===== src/hdl/cpsms_pkg.sv =====
// Shared types and constants for the cascaded position/speed motion sequencer.
// No dependencies; the divider, the top level, the checker and the testbench import this package.
`default_nettype none
package cpsms_pkg;

  // phase codes as seen on the result channel
  localparam logic [2:0] PH_IDLE      = 3'd0;
  localparam logic [2:0] PH_EXTEND    = 3'd1;
  localparam logic [2:0] PH_PAUSE_EXT = 3'd2;
  localparam logic [2:0] PH_RETRACT   = 3'd3;
  localparam logic [2:0] PH_PAUSE_RET = 3'd4;
  localparam logic [2:0] PH_COMPLETE  = 3'd5;
  localparam logic [2:0] PH_FAULT     = 3'd6;

  localparam logic [1:0] FLT_NONE    = 2'd0;
  localparam logic [1:0] FLT_EXTEND  = 2'd1;
  localparam logic [1:0] FLT_RETRACT = 2'd2;

  localparam logic [1:0] CMD_TICK      = 2'd0;
  localparam logic [1:0] CMD_START_SEQ = 2'd1;
  localparam logic [1:0] CMD_START_MOV = 2'd2;
  localparam logic [1:0] CMD_STOP      = 2'd3;

  localparam logic [2:0] REG_OUTWARD_TARGET = 3'd0;
  localparam logic [2:0] REG_CYCLE_COUNT    = 3'd1;
  localparam logic [2:0] REG_PAUSE_MS       = 3'd2;
  localparam logic [2:0] REG_TIMEOUT_MS     = 3'd3;
  localparam logic [2:0] REG_SEQ_LIMIT      = 3'd4;
  localparam logic [2:0] REG_POSITION_GAIN  = 3'd5;
  localparam logic [2:0] REG_FF_GAIN        = 3'd6;
  localparam logic [2:0] REG_INTEGRAL_LIMIT = 3'd7;

  localparam int CFG_DATA_W = 32;
  localparam int CFG_IDX_W  = 3;

  // duty clamp in percent x100, and start-sequence provisional drive
  localparam int DUTY_MIN_X100 = 1000;
  localparam int DUTY_MAX_X100 = 9500;
  localparam logic signed [7:0] DUTY_START = 8'sd95;

  // floor(m * 5243 / 2^19) == floor(m / 100) for m <= 9500
  localparam int RECIP100_MUL   = 5243;
  localparam int RECIP100_SHIFT = 19;

  typedef struct packed {
    logic load;
    logic step;
  } sdiv_ctl_t;

endpackage
`default_nettype wire


===== src/hdl/cpsms_item_if.sv =====
// Input channel of the motion sequencer: valid/ready plus the command item.
// Depends on nothing.
`default_nettype none
interface cpsms_item_if #(
  parameter int PW = 24,
  parameter int TW = 32
);
  logic                 valid;
  logic                 ready;
  logic [1:0]           cmd;
  logic [TW-1:0]        now_ms;
  logic signed [PW-1:0] position;
  logic signed [15:0]   measured_speed;
  logic signed [PW-1:0] move_target;
  logic signed [15:0]   move_speed_limit;

  modport source (output valid, cmd, now_ms, position, measured_speed, move_target,
                  move_speed_limit, input ready);
  modport sink (input valid, cmd, now_ms, position, measured_speed, move_target,
                move_speed_limit, output ready);
endinterface
`default_nettype wire


===== src/hdl/cpsms_result_if.sv =====
// Result channel of the motion sequencer: valid/ready plus the status item.
// Depends on nothing.
`default_nettype none
interface cpsms_result_if;
  logic               valid;
  logic               ready;
  logic signed [7:0]  duty;
  logic [2:0]         phase;
  logic [1:0]         fault_code;
  logic [7:0]         cycle_number;
  logic signed [15:0] position_error_diag;
  logic signed [15:0] speed_command_diag;
  logic signed [15:0] speed_error_diag;
  logic signed [15:0] integral_diag;

  modport source (output valid, duty, phase, fault_code, cycle_number, position_error_diag,
                  speed_command_diag, speed_error_diag, integral_diag, input ready);
  modport sink (input valid, duty, phase, fault_code, cycle_number, position_error_diag,
                speed_command_diag, speed_error_diag, integral_diag, output ready);
endinterface
`default_nettype wire


===== src/hdl/cpsms_sdiv.sv =====
// Bit-serial restoring divider by a constant: one quotient bit per step.
// Depends on cpsms_pkg (sdiv_ctl_t).
`default_nettype none
module cpsms_sdiv #(
  parameter int DW      = 16,
  parameter int DIVISOR = 10
) (
  input  logic                  clk,
  input  cpsms_pkg::sdiv_ctl_t  ctl,
  input  logic [DW-1:0]         dividend,
  output logic [DW-1:0]         quotient
);
  import cpsms_pkg::*;

  localparam int RW = $clog2(DIVISOR);

  logic [DW-1:0] num;
  logic [RW-1:0] rem;
  logic [RW:0]   r2;
  logic          ge;

  assign r2 = {rem, num[DW-1]};
  assign ge = (r2 >= (RW+1)'(DIVISOR));

  // dividend bits leave at the top, quotient bits enter at the bottom
  always_ff @(posedge clk) begin
    if (ctl.load) begin
      num <= dividend;
      rem <= '0;
    end else if (ctl.step) begin
      num <= {num[DW-2:0], ge};
      rem <= ge ? RW'(r2 - (RW+1)'(DIVISOR)) : r2[RW-1:0];
    end
  end

  assign quotient = num;

endmodule
`default_nettype wire


===== src/hdl/cascaded_position_speed_motion_sequencer.sv =====
// Top level of the cascaded position/speed motion sequencer.
// Depends on cpsms_pkg, cpsms_item_if, cpsms_result_if and cpsms_sdiv.
//
//   channel   | kind             | carries
//   ----------+------------------+--------------------------------------------
//   item      | valid/ready sink | cmd, now_ms, position, speed, move target/limit
//   result    | valid/ready src  | duty, phase, fault, cycle, four diagnostics
//   cfg_*     | write only       | cfg_we, cfg_index, cfg_data (8 registers)
//
// One item at a time. Start, stop and ticks that do not run the controller go from
// the capture through S_ELAP and S_DEC to S_OUT; a controller tick also runs two
// 16-step shift-add multiplies (gain, feed-forward) and a 31-step divide by 100.
// Synchronous active-high reset puts the sequencer idle with default registers.
// A result held by the sink stalls the next result in S_OUT; no item is taken until it leaves.
`default_nettype none
module cascaded_position_speed_motion_sequencer #(
  parameter int POSITION_WIDTH = 24,
  parameter int TIME_WIDTH     = 32
) (
  input  logic                                   clk,
  input  logic                                   rst,
  cpsms_item_if.sink                             item,
  cpsms_result_if.source                         result,
  input  logic                                   cfg_we,
  input  logic [cpsms_pkg::CFG_IDX_W-1:0]        cfg_index,
  input  logic [cpsms_pkg::CFG_DATA_W-1:0]       cfg_data
);
  import cpsms_pkg::*;

  localparam int TGT_W  = (POSITION_WIDTH > 24) ? POSITION_WIDTH : 24;
  localparam int REM_W  = TGT_W + 1;
  localparam int MUL1_W = REM_W + 16;
  localparam int PROD_W = 31;
  localparam int MUL_STEPS = 16;

  localparam logic signed [REM_W-1:0] PE_MAX = REM_W'(32767);
  localparam logic signed [REM_W-1:0] PE_MIN = -REM_W'(32767);

  typedef enum logic [3:0] {
    S_IDLE, S_ELAP, S_DEC, S_MUL1, S_LIM, S_SERR, S_MUL2, S_INTEG, S_DIV, S_SUM,
    S_QUO, S_OUT
  } state_t;

  state_t state;
  logic [4:0] cnt;

  // configuration
  logic [22:0] outward_target;
  logic [7:0]  cycle_count;
  logic [15:0] pause_ms;
  logic [31:0] timeout_ms;
  logic [14:0] seq_limit;
  logic [15:0] position_gain;
  logic [15:0] ff_gain;
  logic [14:0] integral_limit;

  // architectural state
  logic [2:0]              phase_q;
  logic                    single_move;
  logic [1:0]              fault_q;
  logic [7:0]              cycle_q;
  logic signed [TGT_W-1:0] target_q;
  logic [14:0]             speed_limit;
  logic [TIME_WIDTH-1:0]   phase_start;
  logic signed [7:0]       duty_q;
  logic signed [15:0]      pos_err_q;
  logic signed [15:0]      speed_cmd_q;
  logic signed [15:0]      speed_err_q;
  logic signed [15:0]      integral_q;

  // captured item and working registers
  logic [1:0]              cmd_c;
  logic [TIME_WIDTH-1:0]   now_c;
  logic signed [TGT_W-1:0] pos_c;
  logic signed [15:0]      meas_c;
  logic signed [TGT_W-1:0] mtgt_c;
  logic signed [15:0]      mlim_c;
  logic [31:0]             elapsed_q;
  logic signed [REM_W-1:0] rem_q;
  logic [MUL1_W-1:0]       acc1;
  logic [MUL1_W-1:0]       mcand1;
  logic [15:0]             msh;
  logic [PROD_W-1:0]       acc2;
  logic [PROD_W-1:0]       mcand2;
  logic signed [14:0]      dclamp_q;

  // combinational helpers
  logic [TIME_WIDTH-1:0] el_diff;
  logic                  timeout_hit;
  logic                  pause_done;
  logic                  rem_pos;
  logic                  rem_neg;
  logic [REM_W-1:0]      rem_mag;
  logic signed [15:0]    pe_sat;
  logic [16:0]           mlim_mag;
  logic [14:0]           mlim_eff;
  logic [14:0]           cmd_mag;
  logic signed [16:0]    serr_wide;
  logic signed [15:0]    serr_sat;
  logic [15:0]           serr_mag;
  logic [14:0]           scmd_mag;
  logic signed [16:0]    q10_s;
  logic signed [17:0]    isum;
  logic signed [17:0]    ilim;
  logic signed [15:0]    integ_next;
  logic signed [31:0]    ff_s;
  logic signed [31:0]    dsum;
  logic signed [31:0]    serr_x10;
  logic signed [14:0]    dclamp_next;
  logic [13:0]           dmag;
  logic [26:0]           dprod;
  logic [7:0]            dq;

  sdiv_ctl_t         div10_ctl;
  sdiv_ctl_t         div100_ctl;
  logic [15:0]       q10;
  logic [PROD_W-1:0] q100;

  cpsms_sdiv #(.DW(16), .DIVISOR(10)) u_div10 (
    .clk      (clk),
    .ctl      (div10_ctl),
    .dividend (serr_mag),
    .quotient (q10)
  );

  cpsms_sdiv #(.DW(PROD_W), .DIVISOR(100)) u_div100 (
    .clk      (clk),
    .ctl      (div100_ctl),
    .dividend (acc2),
    .quotient (q100)
  );

  always_comb begin
    div10_ctl.load  = (state == S_SERR);
    div10_ctl.step  = (state == S_MUL2);
    div100_ctl.load = (state == S_INTEG);
    div100_ctl.step = (state == S_DIV);
  end

  assign item.ready = (state == S_IDLE);

  assign el_diff     = now_c - phase_start;
  assign timeout_hit = (elapsed_q > timeout_ms);
  assign pause_done  = (elapsed_q >= {16'd0, pause_ms});
  assign rem_pos     = (rem_q > 0);
  assign rem_neg     = (rem_q < 0);
  assign rem_mag     = rem_neg ? REM_W'(-rem_q) : REM_W'(rem_q);
  assign pe_sat      = (rem_q > PE_MAX) ? 16'sd32767 :
                       (rem_q < PE_MIN) ? -16'sd32767 : rem_q[15:0];

  // absolute move limit: zero becomes one, 32768 saturates
  assign mlim_mag = mlim_c[15] ? 17'(-17'(mlim_c)) : 17'(mlim_c);
  assign mlim_eff = (mlim_mag == 17'd0) ? 15'd1 :
                    (mlim_mag > 17'd32767) ? 15'd32767 : mlim_mag[14:0];

  assign cmd_mag = (acc1 > MUL1_W'(speed_limit)) ? speed_limit : acc1[14:0];

  assign serr_wide = 17'(speed_cmd_q) - 17'(meas_c);
  assign serr_sat  = (serr_wide > 17'sd32767) ? 16'sh7fff :
                     (serr_wide < -17'sd32768) ? 16'sh8000 : serr_wide[15:0];
  assign serr_mag  = serr_sat[15] ? 16'(-17'(serr_sat)) : 16'(serr_sat);
  assign scmd_mag  = speed_cmd_q[15] ? 15'(-speed_cmd_q) : speed_cmd_q[14:0];

  assign q10_s = speed_err_q[15] ? -17'($signed({1'b0, q10})) : 17'($signed({1'b0, q10}));
  assign isum  = 18'(integral_q) + 18'(q10_s);
  assign ilim  = $signed({3'b000, integral_limit});
  assign integ_next = (isum > ilim) ? 16'(ilim) : (isum < -ilim) ? 16'(-ilim) : isum[15:0];

  assign ff_s     = speed_cmd_q[15] ? -32'($signed({1'b0, q100})) : 32'($signed({1'b0, q100}));
  assign serr_x10 = (32'(speed_err_q) <<< 3) + (32'(speed_err_q) <<< 1);
  assign dsum     = ff_s + serr_x10 + 32'(integral_q);

  always_comb begin
    if (rem_pos) begin
      if (dsum < 32'(DUTY_MIN_X100))      dclamp_next = 15'(DUTY_MIN_X100);
      else if (dsum > 32'(DUTY_MAX_X100)) dclamp_next = 15'(DUTY_MAX_X100);
      else                                dclamp_next = dsum[14:0];
    end else begin
      if (dsum < -32'(DUTY_MAX_X100))     dclamp_next = -15'(DUTY_MAX_X100);
      else if (dsum > -32'(DUTY_MIN_X100)) dclamp_next = -15'(DUTY_MIN_X100);
      else                                dclamp_next = dsum[14:0];
    end
  end

  assign dmag  = dclamp_q[14] ? 14'(-dclamp_q) : dclamp_q[13:0];
  assign dprod = 27'(dmag) * 27'(RECIP100_MUL);
  assign dq    = dprod[RECIP100_SHIFT+7:RECIP100_SHIFT];

  always_ff @(posedge clk) begin
    if (rst) begin
      state          <= S_IDLE;
      cnt            <= '0;
      outward_target <= 23'd49;
      cycle_count    <= 8'd2;
      pause_ms       <= 16'd100;
      timeout_ms     <= 32'd45000;
      seq_limit      <= 15'd300;
      position_gain  <= 16'd250;
      ff_gain        <= 16'd1667;
      integral_limit <= 15'd2500;
      phase_q        <= PH_IDLE;
      single_move    <= 1'b0;
      fault_q        <= FLT_NONE;
      cycle_q        <= '0;
      target_q       <= '0;
      speed_limit    <= 15'd300;
      phase_start    <= '0;
      duty_q         <= '0;
      pos_err_q      <= '0;
      speed_cmd_q    <= '0;
      speed_err_q    <= '0;
      integral_q     <= '0;
      result.valid   <= 1'b0;
    end else begin
      if (cfg_we) begin
        case (cfg_index)
          REG_OUTWARD_TARGET: outward_target <= cfg_data[22:0];
          REG_CYCLE_COUNT:    cycle_count    <= cfg_data[7:0];
          REG_PAUSE_MS:       pause_ms       <= cfg_data[15:0];
          REG_TIMEOUT_MS:     timeout_ms     <= cfg_data[31:0];
          REG_SEQ_LIMIT:      seq_limit      <= cfg_data[14:0];
          REG_POSITION_GAIN:  position_gain  <= cfg_data[15:0];
          REG_FF_GAIN:        ff_gain        <= cfg_data[15:0];
          REG_INTEGRAL_LIMIT: integral_limit <= cfg_data[14:0];
          default: ;
        endcase
      end

      // S_OUT reloads valid itself when the held result leaves
      if (result.valid && result.ready && state != S_OUT) result.valid <= 1'b0;

      case (state)
        S_IDLE: begin
          if (item.valid) begin
            cmd_c  <= item.cmd;
            now_c  <= item.now_ms;
            pos_c  <= TGT_W'(item.position);
            meas_c <= item.measured_speed;
            mtgt_c <= TGT_W'(item.move_target);
            mlim_c <= item.move_speed_limit;
            state  <= S_ELAP;
          end
        end
        S_ELAP: begin
          elapsed_q <= 32'(el_diff);
          rem_q     <= REM_W'(target_q) - REM_W'(pos_c);
          state     <= S_DEC;
        end
        S_DEC: begin
          state <= S_OUT;
          case (cmd_c)
            CMD_START_SEQ: begin
              single_move <= 1'b0;
              phase_q     <= PH_EXTEND;
              cycle_q     <= 8'd1;
              fault_q     <= FLT_NONE;
              target_q    <= TGT_W'(outward_target);
              speed_limit <= seq_limit;
              phase_start <= now_c;
              pos_err_q   <= '0;
              speed_cmd_q <= '0;
              speed_err_q <= '0;
              integral_q  <= '0;
              duty_q      <= DUTY_START;
            end
            CMD_START_MOV: begin
              single_move <= 1'b1;
              cycle_q     <= '0;
              fault_q     <= FLT_NONE;
              target_q    <= mtgt_c;
              speed_limit <= mlim_eff;
              phase_start <= now_c;
              pos_err_q   <= '0;
              speed_cmd_q <= '0;
              speed_err_q <= '0;
              integral_q  <= '0;
              duty_q      <= '0;
              phase_q     <= (mtgt_c > pos_c) ? PH_EXTEND :
                             (mtgt_c < pos_c) ? PH_RETRACT : PH_COMPLETE;
            end
            CMD_STOP: begin
              phase_q     <= PH_IDLE;
              pos_err_q   <= '0;
              speed_cmd_q <= '0;
              speed_err_q <= '0;
              integral_q  <= '0;
              duty_q      <= '0;
            end
            default: begin
              if (phase_q == PH_EXTEND || phase_q == PH_RETRACT) begin
                if (timeout_hit) begin
                  fault_q     <= (phase_q == PH_EXTEND) ? FLT_EXTEND : FLT_RETRACT;
                  phase_q     <= PH_FAULT;
                  pos_err_q   <= '0;
                  speed_cmd_q <= '0;
                  speed_err_q <= '0;
                  integral_q  <= '0;
                  duty_q      <= '0;
                end else if ((phase_q == PH_EXTEND && !rem_pos) ||
                             (phase_q == PH_RETRACT && !rem_neg)) begin
                  // target reached or passed
                  if (single_move) begin
                    phase_q <= PH_COMPLETE;
                  end else begin
                    phase_q     <= (phase_q == PH_EXTEND) ? PH_PAUSE_EXT : PH_PAUSE_RET;
                    phase_start <= now_c;
                  end
                  pos_err_q   <= '0;
                  speed_cmd_q <= '0;
                  speed_err_q <= '0;
                  integral_q  <= '0;
                  duty_q      <= '0;
                end else begin
                  pos_err_q <= pe_sat;
                  mcand1    <= MUL1_W'(rem_mag);
                  msh       <= position_gain;
                  acc1      <= '0;
                  cnt       <= '0;
                  state     <= S_MUL1;
                end
              end else if (single_move) begin
                // move mode keeps diagnostics outside the driving phases
                duty_q <= '0;
              end else begin
                pos_err_q   <= '0;
                speed_cmd_q <= '0;
                speed_err_q <= '0;
                integral_q  <= '0;
                duty_q      <= '0;
                if (phase_q == PH_PAUSE_EXT && pause_done) begin
                  phase_q     <= PH_RETRACT;
                  target_q    <= '0;
                  phase_start <= now_c;
                end else if (phase_q == PH_PAUSE_RET && pause_done) begin
                  if (cycle_q >= cycle_count) begin
                    phase_q <= PH_COMPLETE;
                  end else begin
                    cycle_q     <= cycle_q + 8'd1;
                    phase_q     <= PH_EXTEND;
                    target_q    <= TGT_W'(outward_target);
                    phase_start <= now_c;
                  end
                end
              end
            end
          endcase
        end
        S_MUL1: begin
          acc1   <= acc1 + (msh[0] ? mcand1 : '0);
          mcand1 <= mcand1 << 1;
          msh    <= msh >> 1;
          cnt    <= cnt + 5'd1;
          if (cnt == 5'(MUL_STEPS - 1)) state <= S_LIM;
        end
        S_LIM: begin
          speed_cmd_q <= rem_pos ? $signed({1'b0, cmd_mag}) : -$signed({1'b0, cmd_mag});
          state       <= S_SERR;
        end
        S_SERR: begin
          speed_err_q <= serr_sat;
          mcand2      <= PROD_W'(scmd_mag);
          msh         <= ff_gain;
          acc2        <= '0;
          cnt         <= '0;
          state       <= S_MUL2;
        end
        S_MUL2: begin
          acc2   <= acc2 + (msh[0] ? mcand2 : '0);
          mcand2 <= mcand2 << 1;
          msh    <= msh >> 1;
          cnt    <= cnt + 5'd1;
          if (cnt == 5'(MUL_STEPS - 1)) state <= S_INTEG;
        end
        S_INTEG: begin
          integral_q <= integ_next;
          cnt        <= '0;
          state      <= S_DIV;
        end
        S_DIV: begin
          cnt <= cnt + 5'd1;
          if (cnt == 5'(PROD_W - 1)) state <= S_SUM;
        end
        S_SUM: begin
          dclamp_q <= dclamp_next;
          state    <= S_QUO;
        end
        S_QUO: begin
          duty_q <= dclamp_q[14] ? -$signed(dq) : $signed(dq);
          state  <= S_OUT;
        end
        S_OUT: begin
          if (!result.valid || result.ready) begin
            result.valid               <= 1'b1;
            result.duty                <= duty_q;
            result.phase               <= phase_q;
            result.fault_code          <= fault_q;
            result.cycle_number        <= cycle_q;
            result.position_error_diag <= pos_err_q;
            result.speed_command_diag  <= speed_cmd_q;
            result.speed_error_diag    <= speed_err_q;
            result.integral_diag       <= integral_q;
            state                      <= S_IDLE;
          end
        end
        default: state <= S_IDLE;
      endcase
    end
  end

endmodule
`default_nettype wire


===== src/flat_wrapper.sv =====
// flat-port wrapper written by rule: the top's interface ports become plain ports
module cascaded_position_speed_motion_sequencer_flat import cpsms_pkg::*;
#(
  parameter int POSITION_WIDTH = 24,
  parameter int TIME_WIDTH     = 32
)
  (clk, rst, cfg_we, cfg_index, cfg_data, item_valid, item_cmd, item_now_ms, item_position, item_measured_speed, item_move_target, item_move_speed_limit, item_ready, result_valid, result_duty, result_phase, result_fault_code, result_cycle_number, result_position_error_diag, result_speed_command_diag, result_speed_error_diag, result_integral_diag, result_ready);
  cpsms_item_if item_i ();
  cpsms_result_if result_i ();
  input  logic clk;
  input  logic rst;
  input  logic cfg_we;
  input  logic [cpsms_pkg::CFG_IDX_W-1:0] cfg_index;
  input  logic [cpsms_pkg::CFG_DATA_W-1:0] cfg_data;
  input wire logic [$bits(item_i.valid)-1:0] item_valid;
  input wire logic [$bits(item_i.cmd)-1:0] item_cmd;
  input wire logic [$bits(item_i.now_ms)-1:0] item_now_ms;
  input wire logic [$bits(item_i.position)-1:0] item_position;
  input wire logic [$bits(item_i.measured_speed)-1:0] item_measured_speed;
  input wire logic [$bits(item_i.move_target)-1:0] item_move_target;
  input wire logic [$bits(item_i.move_speed_limit)-1:0] item_move_speed_limit;
  output wire logic [$bits(item_i.ready)-1:0] item_ready;
  output wire logic [$bits(result_i.valid)-1:0] result_valid;
  output wire logic [$bits(result_i.duty)-1:0] result_duty;
  output wire logic [$bits(result_i.phase)-1:0] result_phase;
  output wire logic [$bits(result_i.fault_code)-1:0] result_fault_code;
  output wire logic [$bits(result_i.cycle_number)-1:0] result_cycle_number;
  output wire logic [$bits(result_i.position_error_diag)-1:0] result_position_error_diag;
  output wire logic [$bits(result_i.speed_command_diag)-1:0] result_speed_command_diag;
  output wire logic [$bits(result_i.speed_error_diag)-1:0] result_speed_error_diag;
  output wire logic [$bits(result_i.integral_diag)-1:0] result_integral_diag;
  input wire logic [$bits(result_i.ready)-1:0] result_ready;
  assign item_i.valid = item_valid;
  assign item_i.cmd = item_cmd;
  assign item_i.now_ms = item_now_ms;
  assign item_i.position = item_position;
  assign item_i.measured_speed = item_measured_speed;
  assign item_i.move_target = item_move_target;
  assign item_i.move_speed_limit = item_move_speed_limit;
  assign item_ready = item_i.ready;
  assign result_valid = result_i.valid;
  assign result_duty = result_i.duty;
  assign result_phase = result_i.phase;
  assign result_fault_code = result_i.fault_code;
  assign result_cycle_number = result_i.cycle_number;
  assign result_position_error_diag = result_i.position_error_diag;
  assign result_speed_command_diag = result_i.speed_command_diag;
  assign result_speed_error_diag = result_i.speed_error_diag;
  assign result_integral_diag = result_i.integral_diag;
  assign result_i.ready = result_ready;
  cascaded_position_speed_motion_sequencer #(.POSITION_WIDTH(POSITION_WIDTH), .TIME_WIDTH(TIME_WIDTH)) u_core (.clk(clk), .rst(rst), .item(item_i), .result(result_i), .cfg_we(cfg_we), .cfg_index(cfg_index), .cfg_data(cfg_data));
endmodule

===== config.mk =====
export PLATFORM = sky130hd
export DESIGN_NAME = cascaded_position_speed_motion_sequencer_flat
export DESIGN_NICKNAME = d
export VERILOG_FILES = /design/src/hdl/cpsms_pkg.sv /design/src/hdl/cpsms_item_if.sv /design/src/hdl/cpsms_result_if.sv /design/src/hdl/cpsms_sdiv.sv /design/src/hdl/cascaded_position_speed_motion_sequencer.sv /design/src/flat_wrapper.sv
export SDC_FILE = /design/constraint.sdc
export NUM_CORES = 2
export LEC_CHECK = 0
export CAP_MARGIN = 20
export CORE_MARGIN = 4
export CORE_UTILIZATION = 33
export CTS_BUF_LIST = sky130_fd_sc_hd__clkbuf_16
export CTS_CLUSTER_SIZE = 16
export DETAILED_ROUTE_END_ITERATION = 10
export DONT_BUFFER_PORTS = 1
export PLACE_DENSITY = 0.52
export SLEW_MARGIN = 20
export SYNTH_ARGS = -nofsm -noshare
export SYNTH_HDL_FRONTEND = slang
export SYNTH_HIERARCHICAL = 1
export SYNTH_SLANG_ARGS = --single-unit

===== constraint.sdc =====
create_clock -name clk -period 17.9 [get_ports clk]
set_input_delay 2.685 -clock clk [delete_from_list [all_inputs] [get_ports clk]]
set_output_delay 2.685 -clock clk [all_outputs]
set_load 0.01 [all_outputs]

==> flow_metrics.tcl <==
set metrics [dict create \
    status "complete, no violations" \
    cpPeakStageDelay_ns 0.63 \
    ctsHoldBuffers 0 \
    utilization_pct 36.78 \
    start_util_pct 33.25 \
    drt_pass1_iterations 7 \
    reg2reg_from "u_core/dclamp_q[0]" \
    arrival_ns 8.53 \
    crit_fanout 7 \
    yosys.area.top_type_share_pct 27.95 \
    rsz0062_at_grt "no" \
    reg2reg_slack_ns 9.96 \
    seq_power_share_pct 33.0 \
    intPower_uw 4547 \
    numCtsBuffers 93 \
    r2r_end "u_core/duty_q[7]" \
    grt_max_degree 203 \
    syn2layout_area_growth_pct 10.60 \
    tns_ns 0 \
    ys_warn_count 6 \
    grt_pass1_wl_mm 230.9 \
    worstSkewPairLatency_ns 0.72 \
    grt_util_met1_pct 24.76 \
    startpoint_type "flop" \
    grt_pass1_vias 37684 \
    cts.sinks 797 \
    p_leak_uw 0.02220 \
    die_y_um 402.5 \
    power.density_nw_per_um2 129.6 \
    viasPerCell 5.241 \
    multiInputGateArea_um2 28170 \
    crit_path_end_kind "flop" \
    dr_total_vias 39038 \
    grt_use_met3_pct 3.547 \
    antenna_found_initial 18 \
    hold_viol_final 0 \
    busiest_layer "met2" \
    layout-drive-gt1-share_pct 5.649 \
    portBuffers 0 \
    sw_frac_of_total_pct 38.22 \
    comb_power_share_pct 40.1 \
    max_slew_margin_pct 26.64 \
    ys_ff_latch 797 \
    min_period_ns 7.941 \
    drtIter0Drc 2817 \
    drv_slew 0 \
    synth-async-reset-ratio_pct 0 \
    pwr-share-clk_pct 26.9 \
    nets 6035 \
    routabilityCongestion 0.9007 \
    worst-setup-path-type "reg2reg" \
    clk_path_buf_depth 3 \
    synthesis.area_um2 51350 \
    yosys.area.top_type "edfxtp_1" \
    synth.net_count 6095 \
    cts_root_buffer "clkbuf_16" \
    die_w_um 402.5 \
    cts_htree_levels 3 \
    cts_resized 0 \
    worstPathBufferInverterCount 6 \
    fin_crit_sh_pct 44.36 \
    synthTopCellsByArea "edfxtp_1, dfxtp_1, ha_1, nand2_1, fa_1" \
    ios 241 \
    ant_nets 0 \
    worstSetupEndpoint "u_core/duty_q[7]" \
    synth_cell_type_count 100 \
    wl_mm 150.6 \
    rows 144 \
    worstSetupStartpoint "u_core/dclamp_q[0]" \
    critical_path.top_delay_family "adder cells" \
    regArea_um2 20740 \
    r2r_cells 28 \
    skew_ns 0.05866 \
    setup_violations 0 \
    cp_data_required_time_ns 18.49 \
    fill_cells 15441 \
    syn_avg_cell_area_um2 9.542 \
    dp_hpwl_mm 113.6 \
    synth.yosys.seq_area_share_pct 40.39 \
    syn_inst 5381 \
    grt_use_met2_pct 29.87 \
    hold_class "reg2reg" \
    fmax_mhz 125.9 \
    crit_top_cell "inv_1" \
    grt.total_usage_pct 18.20 \
    clkTransAtPathRegs_ns 0.07 \
    synth_edf_count 478 \
    cp_slowest_cell "xor2_1" \
    coreArea_um2 154400 \
    die_area_um2 162000 \
    wl_per_cell_um 20.22 \
    cts_tree "yes" \
    tightest_slew_ns 1.100 \
    grt_remaining_overflow 0 \
    drc 0 \
    vdd_drop_max_uv 145.4 \
    cts_setup_buffers 0 \
    drv_cap 0 \
    p_sw_uw 2813 \
    cp_num_cells 28 \
    synth_flop_cell "edfxtp_1" \
]
## logic make-up after synthesis
group	share of synthesized area [%]
and+or+nand+nor	15.18
muxes	2.464
DFF	40.39
buffers and inverters	4.949
xor gates and xnor gates	5.390
adders and majority gates	15.27
AOI/OAI and AO/OA	16.36
## flip-flops by register name (all words and copies together) (netlist names), 32 cells and up
| signal | cells |
|---|---|
| u_core/timeout_ms | 32 |
| u_core/elapsed_q | 32 |
| u_core/acc1 | 41 |
| u_core/mcand1 | 41 |
| u_core/phase_start | 32 |
| u_core/now_c | 32 |
## cell usage in the layout, fill, tap and decap left out, types with 17 or more instances in the layout
cell type / instances
a31oi_1: 31
and3_1: 49
nor4_1: 34
o21bai_1: 23
nor2_1: 321
nor3_1: 79
nor3b_1: 25
ha_1: 449
o31ai_1: 44
a211oi_1: 48
a21oi_1: 402
clkbuf_16: 98
mux2_2: 37
o21a_1: 59
xor2_1: 114
and2_1: 107
nand2_1: 611
o21ai_0: 261
o211ai_1: 42
xnor2_1: 202
or3_1: 47
a22o_1: 28
o2bb2ai_1: 17
nand4_1: 41
fa_1: 111
inv_1: 461
clkinv_1: 18
a22oi_1: 30
dfxtp_1: 318
mux2i_1: 69
nand3_1: 104
nand2b_1: 73
nor2b_1: 57
edfxtp_1: 478
a21o_1: 113
buf_4: 56
## how the worst min path moves through the flow
stage / end / cells after the start / slack (ns) / startpoint
global route: u_core/result.position_error_diag[2] / 0 / 0.44 / u_core/pos_err_q[2]
CTS: u_core/result.position_error_diag[0] / 0 / 0.43 / u_core/pos_err_q[0]
floorplan: u_core/result.position_error_diag[0] / 0 / 0.41 / u_core/pos_err_q[0]
detailed placement: u_core/result.position_error_diag[4] / 0 / 0.41 / u_core/pos_err_q[4]
global placement: u_core/result.fault_code[1] / 0 / 0.42 / u_core/fault_q[1]
finish: u_core/result.position_error_diag[0] / 0 / 0.42 / u_core/pos_err_q[0]
## metal layers
layer / vias up / routed length, µm
met5: - / 46
met4: 6 / 3492
met3: 185 / 8610
met2: 938 / 69040
met1: 18831 / 69460
li1: 19078 / -
## power groups by stage
stage                     combinational (µW)  sequential, µW  clock, µW
after CTS                               2960            2430       2040
after global placement                  2930            2460          0
after floorplan                         2260            2390          0
after global routing                    3370            2450       2120
final                                   2950            2430       1980
after detailed placement                2940            2460          0
## layout make-up
cell class	instances	area share, %
multi-input cells	3922	49.60
clock buffers	98	4.318
diodes	6	0.02644
flip-flops and latches	797	36.52
clock inverters	75	1.276
repair buffers	58	0.7799
well taps	2044	4.503
inverters	449	2.974
## Yosys cell counts, types with 17 or more instances
cell type	count
xnor2_1	202
inv_1	448
o2bb2ai_1	17
nor4_1	35
clkbuf_1	180
o21bai_1	23
mux2_2	37
o21ai_0	261
and3_1	50
nand2b_1	73
ha_1	449
or3_1	47
nor3b_1	25
nor2_1	325
xor2_1	114
nand4_1	41
a21o_1	114
a211oi_1	49
o211ai_1	42
nand2_1	611
nor2b_1	58
and2_1	107
nor3_1	84
nand3_1	105
dfxtp_1	319
o21a_1	59
mux2i_1	69
fa_1	111
a21oi_1	402
edfxtp_1	478
a22o_1	28
a31oi_1	31
o31ai_1	44
a22oi_1	30
## stage by stage
| stage | worst slack, ns | hold WS (ns) | instance area [µm²] | power [µW] | cells |
|---|---|---|---|---|---|
| floorplan | 8.082 | 0.4081 | 51350 | 4650 | 5381 |
| global placement | 10.02 | 0.4186 | 53570 | 5387 | 7269 |
| detailed placement | 9.943 | 0.4146 | 53580 | 5402 | 7269 |
| CTS | 9.907 | 0.4254 | 56750 | 7430 | 7442 |
| global route | 9.280 | 0.4399 | 56780 | 7934 | 7443 |
| finish | 9.959 | 0.4211 | 56790 | 7360 | 7449 |
## worst register-to-register path, delay by kind of cell (launching register included)
family / cells / cell delay (ns)
adders and majority gates: 6 / 2.36
AOI/OAI and AO/OA: 7 / 2.27
and+or+nand+nor: 6 / 0.87
xor gates and xnor gates: 2 / 0.79
buffers and inverters: 6 / 0.67
DFF: 1 / 0.51
muxes: 1 / 0.39
(Power assumes the default switching activity.)
